File: src/sv/ist_pkg.sv
package ist_pkg;

    // Table geometry
    localparam int MAX_POINTS = 256;
    localparam int ADDR_W     = $clog2(MAX_POINTS);
    localparam int COUNT_W    = 9;
    localparam int SAMPLE_W   = 32;
    localparam int WAVE_W     = 24;
    localparam int STEP_W     = 24;
    localparam int FRAC_W     = 24;
    localparam int PROD_W     = WAVE_W + STEP_W;

    // Configuration register indexes
    localparam logic [1:0] CFG_START_WAVELENGTH = 2'd0;
    localparam logic [1:0] CFG_INVERSE_STEP     = 2'd1;
    localparam logic [1:0] CFG_POINT_COUNT      = 2'd2;

    // Configuration reset values
    localparam logic [WAVE_W-1:0]  START_RESET = '0;
    localparam logic [STEP_W-1:0]  STEP_RESET  = 24'd65536;
    localparam logic [COUNT_W-1:0] COUNT_RESET = 9'd256;

    // Operation codes
    typedef enum logic [2:0] {
        OP_WRITE  = 3'd0,
        OP_ACCUM  = 3'd1,
        OP_CLEAR  = 3'd2,
        OP_READ   = 3'd3,
        OP_INTERP = 3'd4
    } op_t;

    // Input transaction
    typedef struct packed {
        logic [2:0]          operation;
        logic [7:0]          entry_index;
        logic [SAMPLE_W-1:0] sample_value;
        logic [WAVE_W-1:0]   query_wavelength;
    } ist_in_t;

    // Result transaction
    typedef struct packed {
        logic [SAMPLE_W-1:0] read_value;
        logic                in_range;
    } ist_out_t;

    // Controller states
    typedef enum logic [3:0] {
        S_IDLE,
        S_WRITE,
        S_ACC_RD,
        S_ACC_WR,
        S_CLEAR,
        S_RD,
        S_RD_OUT,
        S_MUL,
        S_CHECK,
        S_LO,
        S_HI,
        S_SUM
    } state_t;

    typedef enum logic [1:0] {
        ADDR_ITEM,
        ADDR_LO,
        ADDR_HI,
        ADDR_CLR
    } addr_sel_t;

    typedef enum logic [1:0] {
        WD_VALUE,
        WD_SUM,
        WD_ZERO
    } wdata_sel_t;

    typedef enum logic [1:0] {
        OUT_NONE,
        OUT_ENTRY,
        OUT_INTERP,
        OUT_ZERO
    } out_sel_t;

    // Controller to datapath commands
    typedef struct packed {
        logic       load;
        addr_sel_t  addr_sel;
        logic       we;
        wdata_sel_t wdata_sel;
        logic       clr_inc;
        logic       mul_en;
        logic       lo_en;
        logic       hi_en;
        out_sel_t   out_sel;
    } ist_ctrl_t;

    // Datapath to controller status
    typedef struct packed {
        logic ix_valid;
        logic interp_ok;
        logic clr_last;
    } ist_stat_t;

endpackage

File: src/sv/ist_ctrl.sv
module ist_ctrl
    import ist_pkg::*;
(
    input  logic      clk,
    input  logic      rst_n,
    input  logic      start,
    input  logic [2:0] operation,
    input  ist_stat_t stat,
    output ist_ctrl_t ctrl,
    output logic      busy
);

    state_t state_reg;
    state_t state_next;

    always_ff @(posedge clk or negedge rst_n)
    begin
        if (!rst_n)
        begin
            state_reg <= S_IDLE;
        end
        else
        begin
            state_reg <= state_next;
        end
    end

    // Next state
    always_comb
    begin
        state_next = state_reg;
        case (state_reg)
            S_IDLE:
            begin
                if (start)
                begin
                    case (operation)
                        OP_WRITE:  state_next = S_WRITE;
                        OP_ACCUM:  state_next = S_ACC_RD;
                        OP_CLEAR:  state_next = S_CLEAR;
                        OP_READ:   state_next = S_RD;
                        OP_INTERP: state_next = S_MUL;
                        default:   state_next = S_IDLE;
                    endcase
                end
            end
            S_WRITE:  state_next = S_IDLE;
            S_ACC_RD: state_next = S_ACC_WR;
            S_ACC_WR: state_next = S_IDLE;
            S_CLEAR:
            begin
                if (stat.clr_last)
                begin
                    state_next = S_IDLE;
                end
            end
            S_RD:     state_next = S_RD_OUT;
            S_RD_OUT: state_next = S_IDLE;
            S_MUL:    state_next = S_CHECK;
            S_CHECK:  state_next = stat.interp_ok ? S_LO : S_IDLE;
            S_LO:     state_next = S_HI;
            S_HI:     state_next = S_SUM;
            S_SUM:    state_next = S_IDLE;
            default:  state_next = S_IDLE;
        endcase
    end

    // Command outputs
    always_comb
    begin
        ctrl           = '0;
        ctrl.addr_sel  = ADDR_ITEM;
        ctrl.wdata_sel = WD_VALUE;
        ctrl.out_sel   = OUT_NONE;
        case (state_reg)
            S_IDLE:
            begin
                ctrl.load = start;
            end
            S_WRITE:
            begin
                ctrl.we = stat.ix_valid;
            end
            S_ACC_WR:
            begin
                ctrl.we        = stat.ix_valid;
                ctrl.wdata_sel = WD_SUM;
            end
            S_CLEAR:
            begin
                ctrl.addr_sel  = ADDR_CLR;
                ctrl.we        = 1'b1;
                ctrl.wdata_sel = WD_ZERO;
                ctrl.clr_inc   = 1'b1;
            end
            S_RD_OUT:
            begin
                ctrl.out_sel = stat.ix_valid ? OUT_ENTRY : OUT_ZERO;
            end
            S_MUL:
            begin
                ctrl.mul_en = 1'b1;
            end
            S_CHECK:
            begin
                ctrl.addr_sel = ADDR_LO;
                if (!stat.interp_ok)
                begin
                    ctrl.out_sel = OUT_ZERO;
                end
            end
            S_LO:
            begin
                ctrl.addr_sel = ADDR_HI;
                ctrl.lo_en    = 1'b1;
            end
            S_HI:
            begin
                ctrl.hi_en = 1'b1;
            end
            S_SUM:
            begin
                ctrl.out_sel = OUT_INTERP;
            end
            default:
            begin
                ctrl.addr_sel = ADDR_ITEM;
            end
        endcase
    end

    assign busy = (state_reg != S_IDLE);

endmodule

File: config.mk
export PLATFORM = sky130hd
export DESIGN_NAME = ist_ctrl
export DESIGN_NICKNAME = d
export VERILOG_FILES = /design/src/sv/ist_pkg.sv /design/src/sv/ist_ctrl.sv
export SDC_FILE = /design/constraint.sdc
export NUM_CORES = 1
export LEC_CHECK = 0
export ABC_AREA = 1
export BUFFER_PORTS_ARGS = -buffer_cell sky130_fd_sc_hd__buf_2
export CAP_MARGIN = 20
export CELL_PAD_IN_SITES_DETAIL_PLACEMENT = 1
export CELL_PAD_IN_SITES_GLOBAL_PLACEMENT = 1
export CORE_MARGIN = 8
export CORE_UTILIZATION = 29
export CTS_CLUSTER_DIAMETER = 200
export CTS_CLUSTER_SIZE = 24
export DETAILED_ROUTE_END_ITERATION = 8
export PLACE_DENSITY_LB_ADDON = 0.15
export SLEW_MARGIN = 5
export SYNTH_ARGS = -nofsm -noshare
export SYNTH_HDL_FRONTEND = slang
export SYNTH_SLANG_ARGS = --single-unit
File: constraint.sdc
create_clock -name clk -period 2.52 [get_ports clk]
set_input_delay 0.756 -clock clk [delete_from_list [all_inputs] [get_ports clk]]
set_output_delay 0.756 -clock clk [all_outputs]
set_load 0.005 [all_outputs]
### Word level (Yosys, flattened, before mapping)

Cells that the tools add are included.
W data, S select, Z words.

* flip-flop bits (word level): 4
* input port bits: 9

* reduce and logical (&&, ||, !) cells: 5
* equality and inequality tests: 17
* muxes and demuxes: 16

Operator list (count)
* $pmux W4 S8: 1
* $eq A4 B3 Y1 const B: 4
* $eq A4 B4 Y1 const B: 4
* $pmux W3 S5: 1
* $mux W4: 3
* $pmux W2 S3: 2
* $eq A4 B2 Y1 const B: 2
* $eq A3 B2 Y1 const B: 2
* $mux W1: 5
* $eq A4 B1 Y1 const B: 1
* $logic_not A4 Y1: 1
* $mux W2: 2
* $ne A2 B2 Y1 const B: 2
* $pmux W2 S2: 1
* $reduce_bool A4 Y1: 1
* $eq A3 B1 Y1 const B: 1
* $eq A3 B3 Y1 const B: 1
* $logic_not A3 Y1: 1
* $pmux W1 S2: 1
* $reduce_and A2 Y1: 1
* $reduce_or A2 Y1: 1

### Logic depth before layout (Yosys ltp)

Gate-level depths: netlist (run 1).

* depth after elaboration: 4
* mapped depth: 8

### Worst setup path after synthesis (run 1)

Ideal clock, no wire load.

* path type: input to output
* from: input stat[1] (netlist bit)
* to: output ctrl[1] (netlist bit)
* buffers on the path: 0
* required time: 1.764 ns
* cell stages on the path: 2
* path slack: 0.711 ns
* arrival: 1.053 ns
* path through: or2_4 -> nand3_2

RTL lines
* start, declared: RTL line ist_ctrl.sv:8 `input ist_stat_t stat,`
* end, declared: RTL line ist_ctrl.sv:9 `output ist_ctrl_t ctrl,`

==> results of run 1 <==
power groups by stage:
stage                     Sequential (mW)  Clock, mW  Combinational, mW
after floorplan                     0.111          0              0.224
after global placement              0.119          0              0.324
after detailed placement            0.122          0              0.328
after CTS                           0.121     0.0809              0.329
after global routing                0.123     0.0846              0.373
final                               0.120     0.0759              0.321
area by class of cell:
class,instances,share of cell area
clock buffer,3,0.03939
tap,16,0.03501
sequential,4,0.1751
inverter,14,0.09190
multi-input combinational,55,0.4748
timing repair buffer,21,0.1838
cell families after synthesis:
| group | share of synthesized area |
|---|---|
| and+or+nand+nor | 0.5884 |
| buffers and inverters | 0.1391 |
| DFF | 0.2319 |
| AOI/OAI and AO/OA | 0.04056 |
metrics by stage:
| stage | cells | setup WS, ns | power, mW | area [um2] |
|---|---|---|---|---|
| 5_1_grt | 113 | 0.1683 | 0.5812 | 571.8 |
| 3_5_place_dp | 110 | 0.4874 | 0.4495 | 549.3 |
| 4_1_cts | 113 | 0.2886 | 0.5308 | 571.8 |
| 6_report | 113 | 0.3327 | 0.5169 | 571.8 |
| 2_1_floorplan | 74 | 0.7115 | 0.3357 | 431.7 |
| 3_3_place_gp | 110 | 0.4978 | 0.4432 | 549.3 |
path summary, 6_finish.rpt:
path                         startpoint  slack (ns)           end
max in group asynchronous         rst_n        2.08  state_reg[2]
min reg2reg                state_reg[2]        0.75  state_reg[2]
max reg2reg                state_reg[1]        1.24  state_reg[2]
min                               rst_n        0.32  state_reg[3]
min in group clk           state_reg[2]        0.75  state_reg[2]
max                        state_reg[1]        0.33       ctrl[8]
routing by layer:
layer,vias to the layer above,track usage,share of wire
met4,0,0.02869,0
met3,0,0.01902,0.063
met5,-,0,0
met2,12,0.1868,0.49
met1,231,0.1204,0.45
li1,270,-,-
worst reg2reg max path: cells and delay by family (launching register included):
kind,cells,cell delay (ns)
AND/OR/NAND/NOR,6,0.58
flip-flops,1,0.43
buffers and inverters,2,0.17
cells in the final DEF (no fill, tap or decap):
master,n
nor2_4,1
nor3_1,2
o21ai_0,1
inv_1,8
or2_4,1
inv_2,6
nand2_2,5
a21oi_1,1
clkbuf_4,3
nor2_2,1
nand3_2,1
nand2_1,18
dfrtp_1,4
nand3_1,6
nor2_1,15
buf_2,21
o31ai_1,1
nand2_4,2
==> metrics.csv, run 1 <==
stage;metric;value;unit
critical_path;critPathKind;reg2out;
critical_path;reg2regPathDepth;8;
die;dieArea;2979;um2
route;postRouteWirelength;1351;um
yosys;synth_top_area_share;0.2319;
critical_path;crit_fanout;5;
die;core-area;1454;um2
sta;fin_crit_sh;0.8680;
pwr;clockPowerShare;0.147;
route;num_vias;513;
yosys;synth.most_common_cell;nand2_1;
yosys;synthArstFlopShare;1.000;
clock_tree;cts_resized;0;
route;dr.pass1.iters;1;
yosys;syn_nets;83;
critical_path;arrival;1.43;ns
critical_path;critPathCaptureType;output pin;
pwr;switchingPower;0.2572;mW
die;die_h;54.58;um
clock_tree;tritoncts;done;
grt;grt_pass1_vias;568;
sta;rsz0062_at_grt;no;
cells_and_area;seq_area;100.1;um2
clock_tree;ctsHoldBuffers;0;
route;vias_per_cell;4.540;
cells_and_area;fillers;209;
cells_and_area;post-route-util;0.3933;
yosys;seq_area_frac_synth;0.2319;
yosys;synth_top_flop_cell;dfrtp_1;
route;final_antenna_net_count;0;
grt;grt_usage;0.1036;
cells_and_area;largest_reg_flops;4;
yosys;synth_top_cell_by_area;dfrtp_1;
pwr;sw_frac_of_total;0.4976;
cells_and_area;drive_gt1_frac;0.4227;
hold_path;hp-class;in2async;
yosys;synth.avg_cell_area;5.833;um2
placement;gp_congestion;0.7507;
die;initial_utilization;0.2969;
clock_tree;cts.sinks;4;
cells_and_area;diodes;0;
flow_run;maxCapViolCount;0;
yosys;synth.distinct_cells;17;
critical_path;critPathMaxStageDelay;0.43;ns
yosys;netlist_area;431.7;um2
critical_path;crit_chain;inv_1 > nand2_2 > nor2_2 > inv_1 > o31ai_1 > buf_2;
die;ios;22;
sta;timing.final.crit_period;2.187;ns
critical_path;cp.required;1.76;ns
cells_and_area;syn_to_final_growth;32.46;%
critical_path;critPathLaunchType;register;
yosys;synth_top_cells_by_area;dfrtp_1 23%, nand2_1 16%, nor2_1 13%, nand2_2 7.2%, nand3_1 7.0%;
route;post-route-drc-count;0;
route;drt-initial-drc-count;0;
sta;clock_skew;0.003468;ns
clock_tree;post_cts_buffers;0;
sta;hold_slack;0.3200;ns
die;rows;14;
placement;io_buffer_count;21;
pwr;internal-power;0.2597;mW
clock_tree;clockBufferDepth;2;
pwr;peakVddDrop;0.3875;mV
sta;drv_slew;0;
yosys;yosys_warnings;0;
critical_path;worst_path_max_delay_cell;dfrtp_1;
clock_tree;htree_levels;1;
sta;slew_headroom;0.8215;
pwr;leakagePower;0.3839;nW
grt;antenna_found_initial;0;
critical_path;path_common_cell;inv_1;
status;outcome;finished, final reports clean;
clock_tree;cts_buffers;3;
cells_and_area;multi_input_area;271.5;um2
grt;gr-total-overflow;0;
pwr;power_frac_comb;0.621;
sta;fmax;457.2;MHz
clock_tree;clock-root-buffer;clkbuf_4;
critical_path;crit_buf_inv;3;
yosys;synth_common_cells;18 x nand2_1, 15 x nor2_1, 8 x inv_1;
grt;grt_pass1_wl;2366;um
yosys;synth-edff-count;0;
die;die_x;54.58;um
sta;hold_viol;0;
clock_tree;worstSkewPairLatency;0.23;ns
grt;grt_max_degree;7;
pwr;cellPowerDensity;904.0;nW/um2
placement;place.detailed.hpwl;1198;um
sta;setup-violations-final;0;
yosys;syn_inst;74;
pwr;p_seq_frac;0.232;
clock_tree;cts.clk_slew.worst_paths;0.04;ns
route;wl_per_cell;11.96;um
yosys;ys_ff_latch;4;
critical_path;cp.depth;6;
cells_and_area;final_nets;108;
sta;tightest_slew;0.2650;ns
sta;setup_tns;0;ns
critical_path;crit_family;flip-flops;
(Power assumes the default switching activity.)
==> run 2: changes to the inputs <==
Settings changed: ABC_AREA 1 to not set, CORE_UTILIZATION 29 to 32, HOLD_SLACK_MARGIN set to 0.15.
==> metrics.csv, run 2 <==
stage;metric;value;unit
status;outcome;finished, final reports clean;
clock_tree;cts_resized;0;
route;wl_per_cell;13.43;um
clock_tree;cts.clk_slew.worst_paths;0.04;ns
placement;dp_slack;0.3979;ns
die;ios;22;
clock_tree;htree_levels;1;
cells_and_area;fin_cells;99;
route;num_vias;515;
pwr;internal-power;0.3130;mW
critical_path;crit_fanout;11;
placement;gp_congestion;0.7540;
hold_path;hp-class;in2async;
sta;drv_slew;0;
yosys;synth.distinct_cells;33;
sta;clock_skew;0.003055;ns
route;drt-initial-drc-count;3;
cells_and_area;final_common_cell;buf_2;
clock_tree;worstSkewPairLatency;0.23;ns
yosys;synth_top_flop_cell;dfrtp_1;
die;rows;14;
pwr;power.total;0.5777;mW
critical_path;critPathCaptureType;output pin;
die;initial_utilization;0.3287;
pwr;power_frac_comb;0.577;
route;dr.pass1.iters;4;
pwr;sw_frac_of_total;0.4582;
yosys;ys_ff_latch;4;
sta;fin_ws;0.2698;ns
pwr;leakagePower;0.2871;nW
clock_tree;cts.sinks;4;
sta;fin_crit_sh;0.8929;
yosys;syn_nets;73;
route;post-route-drc-count;0;
sta;fmax;444.4;MHz
yosys;synth_common_cells;8 x nor2_1, 5 x nand2_1, 4 x a21oi_1, 4 x dfrtp_1;
grt;antenna_found_initial;0;
sta;hold_viol;0;
route;final_antenna_net_count;0;
sta;tightest_slew;0.5178;ns
sta;hold_slack;0.3222;ns
die;die_h;54.65;um
pwr;cellPowerDensity;974.1;nW/um2
route;postRouteWirelength;1330;um
grt;grt_usage;0.09382;
pwr;clockPowerShare;0.129;
cells_and_area;fillers;196;
cells_and_area;layout_common_cells;21 x buf_2, 8 x nor2_1, 5 x nand2_1, 4 x a21oi_1, 4 x dfrtp_1;
cells_and_area;final_area;593.1;um2
clock_tree;post_cts_buffers;0;
yosys;synth-edff-count;0;
yosys;synth_top_cells_by_area;dfrtp_1 21%, nor2_1 6.3%, a22oi_1 4.7%, buf_4 4.7%, a21oi_1 4.2%;
pwr;p_seq_frac;0.294;
yosys;synth.avg_cell_area;7.468;um2
grt;grt_max_degree;18;
flow_run;maxCapViolCount;0;
grt;gr-total-overflow;0;
placement;place.detailed.hpwl;1055;um
cells_and_area;syn_to_final_growth;24.08;%
placement;place_area;570.5;um2
critical_path;arrival;1.49;ns
die;die_x;54.65;um
sta;setup_tns;0;ns
yosys;yosys_warnings;0;
critical_path;worst_path_max_delay_cell;dfrtp_1;
critical_path;critPathLaunchType;register;
cells_and_area;largest_reg_flops;4;
sta;timing.final.crit_period;2.250;ns
cells_and_area;final_nets;94;
grt;grt_pass1_wl;2159;um
die;core-area;1454;um2
clock_tree;clock-root-buffer;clkbuf_4;
yosys;seq_area_frac_synth;0.2094;
placement;io_buffer_count;21;
cells_and_area;diodes;0;
pwr;peakVddDrop;0.3917;mV
critical_path;critPathMaxStageDelay;0.49;ns
cells_and_area;post-route-util;0.4079;
clock_tree;ctsHoldBuffers;0;
pwr;switchingPower;0.2647;mW
yosys;synth.most_common_cell;nor2_1;
yosys;synth_top_cell_by_area;dfrtp_1;
die;dieArea;2986;um2
grt;grt_pass1_vias;501;
sta;setup-violations-final;0;
yosys;netlist_area;478.0;um2
placement;post-place-cells;96;
clock_tree;cts_buffers;3;
critical_path;crit_chain;nand2b_1 > o32ai_1 > buf_2;
sta;rsz0062_at_grt;no;
sta;slew_headroom;0.6548;
yosys;synth_top_area_share;0.2094;
critical_path;reg2regPathDepth;3;
clock_tree;tritoncts;done;
yosys;synthArstFlopShare;1.000;
yosys;syn_inst;64;
cells_and_area;drive_gt1_frac;0.3614;
critical_path;critPathKind;reg2out;
critical_path;cp.required;1.76;ns
clock_tree;clockBufferDepth;2;
route;vias_per_cell;5.202;
-- run 2: cell types whose count changed after synthesis, sizes merged, moves of 2 or more --
cell    change
a21boi      +2
a21oi       +3
a22oi       +3
buf         +4
inv        -12
mux2i       +2
nand2      -20
nand2b      +4
nand3       -7
nand3b      +2
nor2        -9
nor2b       +2
o21ai       +3
-- run 2: layer usage --
layer	global-route usage	vias to the layer above	share of wire
met4	0.03689	0	0
met1	0.1265	233	0.47
met2	0.1396	17	0.42
li1	-	265	-
met5	0	-	0
met3	0.02174	0	0.10
-- run 2: path summary, 6_finish.rpt --
path                                   start            to  slack [ns]
worst max register to register  state_reg[0]  state_reg[1]        1.03
max in group asynchronous              rst_n  state_reg[1]        2.08
min in group clk                state_reg[1]  state_reg[3]        0.81
worst max-delay path            state_reg[3]       ctrl[1]        0.27
worst min-delay path                   rst_n  state_reg[2]        0.32
worst min register to register  state_reg[1]  state_reg[3]        0.81
-- run 2: kinds of logic after synthesis --
kind of cell              synth area share
AOI/OAI and AO/OA                   0.2644
xor gates and xnor gates           0.01833
buffers and inverters              0.08377
DFF                                 0.2094
muxes                              0.04189
and+or+nand+nor                     0.3822
-- run 2: cell type report --
type,count,area (um2),area share
Sequential cell,4,100.1,0.1688
Clock buffer,3,22.52,0.03797
Tap cell,16,20.02,0.03376
Inverter,2,7.507,0.01266
Multi-Input combinational cell,53,337.8,0.5696
Timing Repair Buffer,21,105.1,0.1772
-- run 2: critical path: cells and delay by family (launching register included) --
family,cells,cell delay [ns]
AND/OR/NAND/NOR,1,0.31
flip-flops,1,0.49
buffers and inverters,1,0.16
AO/OA/AOI/OAI,1,0.31
-- run 2: power groups by stage --
stage	sequential [mW]	combinational (mW)	clock, mW
floorplan	0.110	0.294	0
global placement	0.172	0.342	0
detailed placement	0.172	0.340	0
CTS	0.172	0.342	0.0792
global route	0.182	0.375	0.0868
finish	0.170	0.333	0.0747
==> run 3: changes to the inputs <==
Settings changed: GPL_TIMING_DRIVEN set to 0.
==> metrics.csv, run 3 (synthesis gave the netlist of run 2 again) <==
stage;metric;value;unit
grt;grt_max_degree;11;
sta;fin_ws;0.2733;ns
sta;slew_headroom;0.7631;
pwr;leakagePower;0.3136;nW
route;drt-initial-drc-count;8;
grt;grt_pass1_wl;2242;um
clock_tree;cts.sinks;4;
sta;clock_skew;0.001397;ns
status;outcome;finished, final reports clean;
placement;gp_congestion;0.7815;
clock_tree;cts_resized;0;
pwr;power.total;0.6128;mW
route;wl_per_cell;13.42;um
clock_tree;ctsHoldBuffers;0;
critical_path;critPathCaptureType;output pin;
die;initial_utilization;0.3287;
route;vias_per_cell;5.288;
critical_path;path_common_cell;buf_2;
sta;rsz0062_at_grt;no;
clock_tree;clockBufferDepth;2;
sta;setup-violations-final;0;
critical_path;r2r_setup_slack;1.11;ns
cells_and_area;fillers;191;
sta;fin_crit_sh;0.8915;
cells_and_area;fin_cells;104;
placement;io_buffer_count;21;
critical_path;critPathLaunchType;register;
die;rows;14;
critical_path;arrival;1.49;ns
grt;gr-total-overflow;0;
critical_path;worst_path_max_delay_cell;nor4_2;
cells_and_area;post-route-util;0.4303;
die;die_h;54.65;um
hold_path;hp-class;in2async;
sta;timing.final.crit_period;2.247;ns
placement;post-place-cells;101;
sta;setup_tns;0;ns
critical_path;rr_startpoint;state_reg[2];
route;postRouteWirelength;1396;um
clock_tree;htree_levels;1;
sta;drv_slew;0;
pwr;cellPowerDensity;979.5;nW/um2
cells_and_area;multi_input_area;337.8;um2
route;dr.pass1.iters;4;
critical_path;crit_fanout;10;
route;final_antenna_net_count;0;
die;core-area;1454;um2
grt;grt_usage;0.1021;
critical_path;reg2regPathDepth;4;
grt;antenna_found_initial;0;
cells_and_area;largest_reg_flops;4;
sta;fmax;445.1;MHz
critical_path;crit_chain;buf_2 > nor4_2 > and2_1 > buf_2;
grt;grt_pass1_vias;533;
critical_path;critPathMaxStageDelay;0.40;ns
placement;dp_slack;0.4029;ns
cells_and_area;final_common_cell;buf_2;
sta;hold_viol;0;
cells_and_area;syn_to_final_growth;30.89;%
route;post-route-drc-count;0;
cells_and_area;seq_area;100.1;um2
clock_tree;clock-root-buffer;clkbuf_4;
clock_tree;cts_buffers;3;
clock_tree;tritoncts;done;
cells_and_area;diodes;0;
die;die_x;54.65;um
critical_path;cp.required;1.76;ns
critical_path;critPathKind;reg2out;
route;num_vias;550;
clock_tree;worstSkewPairLatency;0.23;ns
clock_tree;post_cts_buffers;0;
flow_run;maxCapViolCount;0;
placement;place.detailed.hpwl;1179;um
cells_and_area;layout_common_cells;23 x buf_2, 8 x nor2_1, 5 x nand2_1, 4 x a21oi_1, 4 x dfrtp_1;
die;dieArea;2986;um2
die;ios;22;
clock_tree;cts.clk_slew.worst_paths;0.03;ns
pwr;peakVddDrop;0.4965;mV
sta;tightest_slew;0.3523;ns
cells_and_area;drive_gt1_frac;0.3977;
critical_path;worstReg2RegEnd;state_reg[2];
cells_and_area;final_nets;99;
==> run 3: cell types whose count changed in the layout (fill, tap and decap cells not counted), sizes merged <==
cell	delta
buf	+5
==> run 3: how the worst max path moves through the flow <==
stage                       startpoint  endpoint  slack (ns)  cells after the start
after detailed placement       stat[1]   ctrl[1]        0.40                      5
after global placement         stat[1]   ctrl[1]        0.40                      5
final                     state_reg[2]  ctrl[11]        0.27                      4
after global routing      state_reg[3]   ctrl[7]        0.14                      5
after CTS                 state_reg[2]  ctrl[11]        0.24                      4
after floorplan           state_reg[3]   ctrl[7]        0.66                      4
==> run 3: stage by stage <==
stage	area (um2)	hold slack (ns)
after detailed placement	603.1	0.5628
after floorplan	478.0	0.4604
after global placement	603.1	0.5604
after global routing	625.6	0.3219
final	625.6	0.3242
after CTS	625.6	0.3151
==> run 3: area by class of cell <==
cell class                 count  area share
multi-input combinational     53      0.5400
sequential                     4      0.1600
inverter                       2     0.01200
buffer                         5     0.05200
clock buffer                   3     0.03600
timing repair buffer          21      0.1680
tap                           16     0.03200
==> run 3: where the power goes <==
| part | total [mW] | switching, mW | internal, mW |
|---|---|---|---|
| combinational | 0.421 | 0.219 | 0.202 |
| sequential | 0.117 | 0.0314 | 0.0860 |
| clock | 0.0743 | 0.0214 | 0.0529 |
==> run 3: critical path: cells and delay by family, from the launching register on <==
kind | cells | cell delay [ns]
DFF | 1 | 0.38
and+or+nand+nor | 2 | 0.59
buffers and inverters | 2 | 0.29
==> run 3: metal layers <==
layer / GRT usage / routed length, um
met1: 0.1161 / 583
met4: 0.06148 / 0
met3: 0.01087 / 127
met2: 0.1774 / 685
met5: 0 / 0
